<file path="config.mk">
export PLATFORM = sky130hd
export DESIGN_NAME = cea_channel_allocation_select
export DESIGN_NICKNAME = d
export VERILOG_FILES = /design/src/cea_pkg.sv /design/src/cea_channel_allocation_select.sv /design/src/cea_match.sv /design/src/cea_prienc.sv
export SDC_FILE = /design/constraint.sdc
export NUM_CORES = 1
export LEC_CHECK = 0
export BUFFER_PORTS_ARGS = -buffer_cell sky130_fd_sc_hd__buf_2
export CAP_MARGIN = 15
export CORE_ASPECT_RATIO = 1.4
export CORE_MARGIN = 2
export CORE_UTILIZATION = 59
export DETAILED_ROUTE_END_ITERATION = 8
export HOLD_SLACK_MARGIN = 0.08
export PLACE_DENSITY = 0.79
export SETUP_SLACK_MARGIN = 0.4
export SLEW_MARGIN = 25
export SYNTH_ARGS = -nofsm -noshare
export SYNTH_HDL_FRONTEND = slang
export SYNTH_SLANG_ARGS = --single-unit
</file>
<file path="constraint.sdc">
create_clock -name clk_i -period 3.25 [get_ports clk_i]
set_clock_uncertainty 0.1 [all_clocks]
set_input_delay 0 -clock clk_i [delete_from_list [all_inputs] [get_ports clk_i]]
set_output_delay 0 -clock clk_i [all_outputs]
set_load 0.01 [all_outputs]
</file>
<file path="src/cea_pkg.sv">
`default_nettype none

package cea_pkg;

  localparam int unsigned SpkW       = 17;
  localparam int unsigned CntW       = 4;
  localparam int unsigned AllocW     = 8;
  localparam int unsigned CodeW      = 6;
  localparam int unsigned LayoutCnt  = 50;
  localparam int unsigned GroupSize  = 8;
  localparam int unsigned NumGroups  = (LayoutCnt + GroupSize - 1) / GroupSize;
  localparam logic [CntW-1:0]  MinMultiCh = 4'd2;
  localparam logic [CodeW-1:0] CodeNone   = 6'h00;
  localparam logic [CodeW-1:0] CodeMax    = 6'h31;

  typedef logic [SpkW-1:0] spk_mask_t;
  typedef logic [CodeW-1:0] ca_code_t;
  typedef logic [LayoutCnt-1:0] hit_vec_t;

  typedef struct packed {
    logic     valid;
    hit_vec_t hits;
  } match_t;

  // speaker positions
  localparam spk_mask_t SpFL  = 17'h00001;
  localparam spk_mask_t SpFC  = 17'h00002;
  localparam spk_mask_t SpFR  = 17'h00004;
  localparam spk_mask_t SpFLC = 17'h00008;
  localparam spk_mask_t SpFRC = 17'h00010;
  localparam spk_mask_t SpRL  = 17'h00020;
  localparam spk_mask_t SpRC  = 17'h00040;
  localparam spk_mask_t SpRR  = 17'h00080;
  localparam spk_mask_t SpRLC = 17'h00100;
  localparam spk_mask_t SpRRC = 17'h00200;
  localparam spk_mask_t SpLFE = 17'h00400;
  localparam spk_mask_t SpFLW = 17'h00800;
  localparam spk_mask_t SpFRW = 17'h01000;
  localparam spk_mask_t SpFLH = 17'h02000;
  localparam spk_mask_t SpFCH = 17'h04000;
  localparam spk_mask_t SpFRH = 17'h08000;
  localparam spk_mask_t SpTC  = 17'h10000;

  localparam spk_mask_t PF  = SpFL | SpFR;
  localparam spk_mask_t PR  = SpRL | SpRR;
  localparam spk_mask_t PFC = SpFLC | SpFRC;
  localparam spk_mask_t PRC = SpRLC | SpRRC;
  localparam spk_mask_t PW  = SpFLW | SpFRW;
  localparam spk_mask_t PH  = SpFLH | SpFRH;

  localparam ca_code_t LAYOUT_CODE [LayoutCnt] = '{
    6'h00, 6'h01, 6'h02, 6'h08, 6'h09, 6'h0a, 6'h0b, 6'h0f, 6'h13, 6'h03,
    6'h04, 6'h05, 6'h06, 6'h07, 6'h0c, 6'h0d, 6'h0e, 6'h10, 6'h11, 6'h12,
    6'h14, 6'h15, 6'h16, 6'h17, 6'h18, 6'h19, 6'h1a, 6'h1b, 6'h1c, 6'h1d,
    6'h1e, 6'h1f, 6'h20, 6'h21, 6'h22, 6'h23, 6'h24, 6'h25, 6'h26, 6'h27,
    6'h28, 6'h29, 6'h2a, 6'h2b, 6'h2c, 6'h2d, 6'h2e, 6'h2f, 6'h30, 6'h31
  };

  localparam spk_mask_t LAYOUT_MASK [LayoutCnt] = '{
    PF,
    PF | SpLFE,
    PF | SpFC,
    PF | PR,
    PF | PR | SpLFE,
    PF | SpFC | PR,
    PF | SpFC | PR | SpLFE,
    PF | SpFC | PR | SpRC | SpLFE,
    PF | SpFC | PR | PRC | SpLFE,
    PF | SpFC | SpLFE,
    PF | SpRC,
    PF | SpRC | SpLFE,
    PF | SpFC | SpRC,
    PF | SpFC | SpRC | SpLFE,
    PF | PR | SpRC,
    PF | PR | SpRC | SpLFE,
    PF | SpFC | PR | SpRC,
    PF | PR | PRC,
    PF | PR | PRC | SpLFE,
    PF | SpFC | PR | PRC,
    PF | PFC,
    PF | PFC | SpLFE,
    PF | SpFC | PFC,
    PF | SpFC | PFC | SpLFE,
    PF | SpRC | PFC,
    PF | SpRC | PFC | SpLFE,
    PF | SpFC | SpRC | PFC,
    PF | SpFC | SpRC | PFC | SpLFE,
    PF | PR | PFC,
    PF | PR | PFC | SpLFE,
    PF | SpFC | PR | PFC,
    PF | SpFC | PR | PFC | SpLFE,
    PF | SpFC | PR | SpFCH,
    PF | SpFC | PR | SpFCH | SpLFE,
    PF | SpFC | PR | SpTC,
    PF | SpFC | PR | SpTC | SpLFE,
    PF | PR | PH,
    PF | PR | PH | SpLFE,
    PF | PR | PW,
    PF | PR | PW | SpLFE,
    PF | SpFC | PR | SpRC | SpTC,
    PF | SpFC | PR | SpRC | SpTC | SpLFE,
    PF | SpFC | PR | SpRC | SpFCH,
    PF | SpFC | PR | SpRC | SpFCH | SpLFE,
    PF | SpFC | PR | SpFCH | SpTC,
    PF | SpFC | PR | SpFCH | SpTC | SpLFE,
    PF | SpFC | PR | PH,
    PF | SpFC | PR | PH | SpLFE,
    PF | SpFC | PR | PW,
    PF | SpFC | PR | PW | SpLFE
  };

  function automatic spk_mask_t expand_alloc(logic [AllocW-1:0] alloc);
    spk_mask_t m;
    m = '0;
    if (alloc[0]) m = m | PF;
    if (alloc[1]) m = m | SpLFE;
    if (alloc[2]) m = m | SpFC;
    if (alloc[3]) m = m | PR;
    if (alloc[4]) m = m | SpRC;
    if (alloc[5]) m = m | PFC;
    if (alloc[6]) m = m | PRC;
    if (alloc[7]) m = m | PW;
    return m;
  endfunction

endpackage

`default_nettype wire

</file>
<file path="src/cea_channel_allocation_select.sv">
// Audio infoframe channel allocation select. Give a channel count, the
// sink's speaker allocation byte and its valid flag with start_i; the
// channel allocation code comes out on ca_code_o with done_o at the end
// of a four-stage pipeline (input register, parallel layout compare,
// per-group first-match select, final group select), so a new
// transaction is taken every cycle and busy_o stays low. The receiver
// cannot stall: each code is shown for one cycle only and must be captured
// then. An invalid allocation or a count of two or fewer yields code 0.
`default_nettype none

module cea_channel_allocation_select (
  input  wire logic                        clk_i,
  input  wire logic                        rst_ni,
  input  wire logic                        start_i,
  output logic                             busy_o,
  input  wire logic [cea_pkg::CntW-1:0]   channel_count_i,
  input  wire logic [cea_pkg::AllocW-1:0] speaker_alloc_i,
  input  wire logic                        alloc_valid_i,
  output logic                             done_o,
  output logic [cea_pkg::CodeW-1:0]       ca_code_o
);

  logic                        in_valid_q;
  logic                        enable_q;
  logic [cea_pkg::CntW-1:0]   count_q;
  logic [cea_pkg::AllocW-1:0] alloc_q;
  cea_pkg::match_t             match;
  logic                        accept;

  assign busy_o = 1'b0;
  assign accept = start_i && !busy_o;

  always_ff @(posedge clk_i or negedge rst_ni) begin
    if (!rst_ni) begin
      in_valid_q <= 1'b0;
    end else begin
      in_valid_q <= accept;
    end
  end

  always_ff @(posedge clk_i) begin
    enable_q <= alloc_valid_i && (channel_count_i > cea_pkg::MinMultiCh);
    count_q  <= channel_count_i;
    alloc_q  <= speaker_alloc_i;
  end

  cea_match u_match (
    .clk_i          (clk_i),
    .rst_ni         (rst_ni),
    .valid_i        (in_valid_q),
    .enable_i       (enable_q),
    .channel_count_i(count_q),
    .speaker_alloc_i(alloc_q),
    .match_o        (match)
  );

  cea_prienc u_prienc (
    .clk_i  (clk_i),
    .rst_ni (rst_ni),
    .match_i(match),
    .valid_o(done_o),
    .code_o (ca_code_o)
  );

endmodule

`default_nettype wire

</file>
<file path="src/cea_match.sv">
`default_nettype none

module cea_match (
  input  wire logic                        clk_i,
  input  wire logic                        rst_ni,
  input  wire logic                        valid_i,
  input  wire logic                        enable_i,
  input  wire logic [cea_pkg::CntW-1:0]   channel_count_i,
  input  wire logic [cea_pkg::AllocW-1:0] speaker_alloc_i,
  output cea_pkg::match_t                  match_o
);

  logic              valid_q;
  cea_pkg::hit_vec_t hits_d, hits_q;
  cea_pkg::spk_mask_t sink;

  // compare against every layout in parallel
  always_comb begin
    sink = cea_pkg::expand_alloc(speaker_alloc_i);
    for (int i = 0; i < cea_pkg::LayoutCnt; i++) begin
      hits_d[i] = enable_i
          && (channel_count_i == cea_pkg::CntW'($countones(cea_pkg::LAYOUT_MASK[i])))
          && ((sink & cea_pkg::LAYOUT_MASK[i]) == cea_pkg::LAYOUT_MASK[i]);
    end
  end

  always_ff @(posedge clk_i or negedge rst_ni) begin
    if (!rst_ni) begin
      valid_q <= 1'b0;
    end else begin
      valid_q <= valid_i;
    end
  end

  always_ff @(posedge clk_i) begin
    hits_q <= hits_d;
  end

  assign match_o.valid = valid_q;
  assign match_o.hits  = hits_q;

endmodule

`default_nettype wire

</file>
<file path="src/cea_prienc.sv">
`default_nettype none

module cea_prienc (
  input  wire logic             clk_i,
  input  wire logic             rst_ni,
  input  wire cea_pkg::match_t  match_i,
  output logic                  valid_o,
  output cea_pkg::ca_code_t     code_o
);

  localparam int unsigned NG = cea_pkg::NumGroups;
  localparam int unsigned GS = cea_pkg::GroupSize;

  logic                  grp_valid_q;
  logic [NG-1:0]         grp_hit_d, grp_hit_q;
  cea_pkg::ca_code_t     grp_code_d [NG];
  cea_pkg::ca_code_t     grp_code_q [NG];
  logic                  valid_q;
  cea_pkg::ca_code_t     code_d, code_q;

  // first match inside each group of layouts
  for (genvar g = 0; g < NG; g++) begin : g_grp
    logic [GS-1:0]     hit;
    cea_pkg::ca_code_t code [GS];
    cea_pkg::ca_code_t first;
    for (genvar j = 0; j < GS; j++) begin : g_ent
      if (g * GS + j < cea_pkg::LayoutCnt) begin : g_used
        assign hit[j]  = match_i.hits[g * GS + j];
        assign code[j] = cea_pkg::LAYOUT_CODE[g * GS + j];
      end else begin : g_pad
        assign hit[j]  = 1'b0;
        assign code[j] = cea_pkg::CodeNone;
      end
    end
    always_comb begin
      first = cea_pkg::CodeNone;
      for (int k = GS - 1; k >= 0; k--) begin
        if (hit[k]) first = code[k];
      end
    end
    assign grp_hit_d[g]  = |hit;
    assign grp_code_d[g] = first;
  end

  // first group with a match
  always_comb begin
    code_d = cea_pkg::CodeNone;
    for (int k = NG - 1; k >= 0; k--) begin
      if (grp_hit_q[k]) code_d = grp_code_q[k];
    end
  end

  always_ff @(posedge clk_i or negedge rst_ni) begin
    if (!rst_ni) begin
      grp_valid_q <= 1'b0;
      valid_q     <= 1'b0;
    end else begin
      grp_valid_q <= match_i.valid;
      valid_q     <= grp_valid_q;
    end
  end

  always_ff @(posedge clk_i) begin
    grp_hit_q  <= grp_hit_d;
    grp_code_q <= grp_code_d;
    code_q     <= code_d;
  end

  assign valid_o = valid_q;
  assign code_o  = code_q;

endmodule

`default_nettype wire

</file>
==> Word level (Yosys, flattened, before mapping) <==
Index checks and enable logic that the tools add are counted.
{ "totals": {"ff_bits": 121, "in_bits": 16, "out_inout_bits": 8, "wordCells": 231} }
{ "op_classes": {"order_cmp": 1, "n_eq_ne": 57, "muxes": 57, "reduce_logical": 82} }
{ "op_table": {"columns": ["operator", "count"], "rows": [
  ["$eq A7 B7 Y1 const B", 15],
  ["$eq A6 B6 Y1 const B", 12],
  ["$mux W6", 10],
  ["$logic_and A1 B1 Y1", 58],
  ["$eq A8 B8 Y1 const B", 7],
  ["$reduce_or A8 Y1", 6],
  ["$mux W5", 9],
  ["$mux W4", 11],
  ["$reduce_or A7 Y1", 6],
  ["$eq A5 B5 Y1 const B", 7],
  ["$mux W3", 10],
  ["$eq A4 B4 Y1 const B", 6],
  ["$eq A4 B3 Y1 const B", 4],
  ["$mux W2", 8],
  ["$reduce_or A2 Y1", 7],
  ["$mux W13", 1],
  ["$reduce_or A4 Y1", 3],
  ["$mux W11", 1],
  ["$mux W10", 1],
  ["$eq A3 B3 Y1 const B", 3],
  ["$eq A4 B2 Y1 const B", 2],
  ["$mux W8", 1],
  ["$mux W7", 1],
  ["$reduce_or A6 Y1", 1],
  ["4 further kinds", 7]
]} }

==> Depth between registers and ports, before layout <==
{ "logic_depth": {"ltp_word": 10, "depth_mapped": 5, "mapped_depth_nobuf": 4} }

==> By module <==
A second synthesis with hierarchy kept.
{ "hier_totals": {"cells_unflattened": 335, "area_unflattened_um2": 3288.2} }
{ "by_module_without_submodules": {"columns": ["module", "n_inst", "cells_per_inst", "area_per_inst_um2", "seq_area_each_um2"], "rows": [
  ["cea_prienc", 1, 187, 1672.9, 870.8],
  ["cea_match", 1, 130, 1305.0, 745.7],
  ["cea_channel_allocation_select", 1, 18, 310.3, 285.3]
]} }

==> Worst setup path after synthesis <==
No wires, ideal clock.
{ "synth_path": {"path_type": "register -> register", "start": "register count_q[3] (netlist name)", "end": "register u_match.hits_q[7]", "setup_time_ps": 65, "arrival_ps": 1097, "t_required_ps": 3085, "slack_ps": 1988, "path_stages_with_launch": 5, "path_buffers": 0, "synth_period_minus_slack_ps": 1262, "path_cell_list": "dfxtp_1 -> nand3b_1 -> or3_1 -> or2_1 -> nor2_1"} }
{ "synth_between": {"elab_chain_len": 3} }
{ "synth_lines": {"columns": ["item", "line_no", "rtl"], "rows": [
  ["from (decl)", "cea_channel_allocation_select.sv:25", "logic [cea_pkg::CntW-1:0] count_q;"],
  ["from (signal assigned)", "cea_channel_allocation_select.sv:43", "count_q <= channel_count_i;"],
  ["$eq A4 B3 Y1", "cea_match.sv:22", "&& (channel_count_i == cea_pkg::CntW'($countones(cea_pkg::LAYOUT_MASK[i])))"],
  ["$logic_and A1 B1 Y1", "cea_match.sv:22", null],
  ["$logic_and A1 B1 Y1", "cea_match.sv:23", "&& ((sink & cea_pkg::LAYOUT_MASK[i]) == cea_pkg::LAYOUT_MASK[i]);"],
  ["named net u_match.hits_d[7]", "cea_match.sv:14", "cea_pkg::hit_vec_t hits_d, hits_q;"],
  ["to (signal assigned)", "cea_match.sv:36", "hits_q <= hits_d;"],
  ["to (decl)", "cea_match.sv:14", null]
]} }
The timed path passes the listed nets, and every way through them passes these cells.
A chain may end at the register's enable or synchronous reset.

==> Worst setup path in the final report <==
{ "layout_path": {"start": "register alloc_q[0] (netlist name)", "end": "register u_match.hits_q[8]"} }
{ "layout_between": {"elab_chain_len": 10} }
{ "layout_lines": {"columns": ["item", "line_no", "rtl"], "rows": [
  ["from (decl)", "cea_channel_allocation_select.sv:26", "logic [cea_pkg::AllocW-1:0] alloc_q;"],
  ["from (signal assigned)", "cea_channel_allocation_select.sv:44", "alloc_q <= speaker_alloc_i;"],
  ["$mux W3 *", "cea_pkg.sv:115", "if (alloc[0]) m = m | PF;"],
  ["$mux W11 *", "cea_pkg.sv:116", "if (alloc[1]) m = m | SpLFE;"],
  ["$mux W2", "cea_pkg.sv:117", "if (alloc[2]) m = m | SpFC;"],
  ["$mux W8 *", "cea_pkg.sv:118", "if (alloc[3]) m = m | PR;"],
  ["$mux W7 *", "cea_pkg.sv:119", "if (alloc[4]) m = m | SpRC;"],
  ["$mux W5 *", "cea_pkg.sv:120", "if (alloc[5]) m = m | PFC;"],
  ["$mux W10 *", "cea_pkg.sv:121", "if (alloc[6]) m = m | PRC;"],
  ["$mux W13 *", "cea_pkg.sv:122", "if (alloc[7]) m = m | PW;"],
  ["$eq A8 B8 Y1 *", "cea_match.sv:23", null],
  ["$logic_and A1 B1 Y1 *", "cea_match.sv:23", null],
  ["named net u_match.hits_d[8]", "cea_match.sv:14", null]
]} }
The timed path passes the listed nets; every way through them passes the cells marked *.

==> reports/summary.txt <==
Sequential standard cell area: 0.001762 mm^2
Worst hold-check slack: 0.1883 ns
Period minus WS final: 1.425 ns
Clock tree from TritonCTS: built
Via count of the first global-routing pass: 1828
Total Routing Usage GR: 0.2113
Wire length of the first global-routing pass: 7.734 mm
Starting density of the core: 0.6019
Category of the most critical setup path: flop to flop
Aggregate global routing overflow: 0
Maximum frequency from static timing analysis: 701.6 MHz
Maximum level of the CTS H-tree: 3
Final number of setup-violating endpoints: 0
Synthesis-to-layout area growth: 19.84%
HPWL after detailed placement: 3.242 mm
Number of remaining DRC errors: 0
Count of placed standard cells in the final layout, fillers left out: 380
Placer's final routability congestion estimate: 0.9304
Site row count: 29
Width of the die: 61.03 um
# fillers: 338
Number of clock sinks: 87
Combined area of the multi-input logic cells: 863.3 um^2
Cells after Synth: 269
Port Buffers: 22
Primary FF master, synth: dfxtp_1
Worst path setup slack after routing: 1.825 ns
Total number of vias: 1842
Proportion of synthesized chip area in sequential cells: 0.6558
Type of the worst min-delay path: input pin to flop
Number of nets in the layout: 329
Count of cell types in the netlist: 34
Static leakage: 0.001365 uW
Fraction of registers with async set or reset after synthesis: 0.04598
Die Footprint: 0.005117 mm^2
Actual transition at the worst max-transition pin: 0.5218 ns
Core Footprint: 0.004463 mm^2
ANT nets after route: 0
Area of the mapped netlist: 0.002686 mm^2
Number of cells upsized or downsized after cts: 0
Most frequent cells after synthesis: 83 x dfxtp_1, 40 x nor2_1, 21 x nand2_1, 17 x nor3_1, 14 x a21oi_1
Average wire per cell in the routed design: 12.05 um
Run status: complete, no violations
Worst setup slack after placement: 1.846 ns
Max-slew violation count: 0
Launching element type of the critical path: flop
CTS Buffer Depth: 2
Period utilization: 0.4385
Number of antenna repair diodes: 0
Placed cell count: 348
Power Dens Cells: 590.0 mW/mm^2
Top-Level Pins: 24
Unrepaired setup endpoints after global routing: false
Post-synthesis register bit count: 87
Type of destination of the critical path: flop
Maximum number of pins on one net before global-route repair: 14
Initial antenna violation count: 0
Yosys top cell by area: dfxtp_1
Max cap viols: 0
Setup Total Neg Slack: 0 ns
Clk Tree Root Cell: clkbuf_8
Share of the synthesized area in the top cell type: 0.6185
Drt via density: 4.847
Number of clock buffers inserted by TritonCTS: 9
Highest fanout seen on the critical path: 12
Mapped Avg Cell Area: 9.986 um^2
Synthesized netlist net count: 285
Clock latency of the later-clocked register in the worst-skew pair: 0.34 ns
Vertical die dimension: 83.84 um
Post-synth EDFFs: 0
Hold Vio Cnt, Final: 0
VDD IR max: 0.3687 mV
Most common cell in the netlist: dfxtp_1
CTS clock-pin slew for the worst setup and hold paths: 0.08 ns
Fraction of final layout cells sized beyond drive strength 1: 0.1352
DRT Pass-1 Iters: 6
Cell types with the largest area share after synthesis: dfxtp_1 62%, nor2_1 5.6%, dfrtp_1 3.7%, nor3_1 3.2%, nand2_1 2.9%
Critical path required time: 3.43 ns
Number of DRC violations after detailed-routing iteration 0: 94
Setup repair bufs after CTS: 0
Total of hold buffers inserted after clock tree synthesis: 16
Slew Limit Headroom: 0.6489
Total wire length: 4.580 mm
Arrival time worst endpoint: 1.61 ns
Yosys warns: 0
[flip-flops by register name (all words and copies together), names as in the netlist]
signal	cells
u_match.hits_q	36
u_prienc.grp_code_q	22
enable_q	1
u_prienc.grp_valid_q	1
u_prienc.grp_hit_q	6
u_match.valid_q	1
u_prienc.valid_o	1
in_valid_q	1
count_q	4
u_prienc.code_o	6
alloc_q	8
[worst paths after layout]
kind                               startpoint           endpoint  slack (ns)  cells after the start
max                                alloc_q[0]  u_match.hits_q[8]        1.82                      3
min                        speaker_alloc_i[2]         alloc_q[2]        0.19                      2
max reg2reg                        alloc_q[0]  u_match.hits_q[8]        1.82                      3
min reg2reg                        in_valid_q    u_match.valid_q        0.26                      0
max in group asynchronous              rst_ni   u_prienc.valid_o        2.44                      3
min in group asynchronous              rst_ni    u_match.valid_q        0.44                      3
[cells in the final DEF (no fill, tap or decap), types with 2 or more instances in the layout]
cell	n
o21bai_1	2
nand2b_1	5
clkbuf_8	12
nand3b_1	4
a221oi_1	3
dfxtp_1	83
inv_1	9
nor2b_1	9
nor4_1	4
o21ai_0	5
nor2_1	40
a21oi_1	14
clkinv_2	2
dfrtp_1	4
nand3_1	10
and3_1	3
and2_1	12
buf_2	22
dlygate4sd3_1	16
nand2_1	21
or2_2	5
nor3_1	17
a21o_1	2
[through the flow]
stage / area (um^2) / total power [uW] / utilization
2_1_floorplan: 2686 / 1142 / -
3_3_place_gp: 2850 / 1160 / 0.6386
3_5_place_dp: 2850 / 1161 / 0.6386
4_1_cts: 3219 / 1912 / 0.7213
5_1_grt: 3219 / 1969 / 0.7213
6_report: 3219 / 1899 / 0.7213
[power breakdown]
| part | internal (uW) | switching (uW) | total (uW) |
|---|---|---|---|
| logic | 30.0 | 22.7 | 52.7 |
| registers | 1080 | 15.3 | 1100 |
| clock network | 416 | 332 | 748 |
[per-layer routing]
metal | part of all wire | GRT usage | vias to the layer above
met1 | 0.38 | 0.2065 | 814
met3 | 0.026 | 0.04651 | 11
li1 | - | - | 983
met5 | 0 | 0 | -
met2 | 0.56 | 0.3781 | 34
met4 | 0.028 | 0.1245 | 0
[kinds of logic (layout without fill, tap and decap cells)]
family	after synthesis	count (layout)	share of synthesized area
buf+inv	15	64	0.02282
compound gates	31	31	0.07080
other cells	1	1	0.001396
simple gates	135	135	0.2492
flops	87	87	0.6558
[critical path, cell delays in order, from the launching register on]
cell and delay (ns):
dfxtp_1 0.53, nand3_1 0.26, nor3_1 0.30, and2_1 0.18
[final cells by class]
class,count,share of cell area
Clock inverter,3,0.01244
Inverter,10,0.01166
Clock buffer,13,0.05247
Multi-Input combinational cell,167,0.2682
Sequential cell,87,0.5472
Tap cell,62,0.02410
Timing Repair Buffer,38,0.08395
No activity file was read; power rests on OpenSTA's default activity.
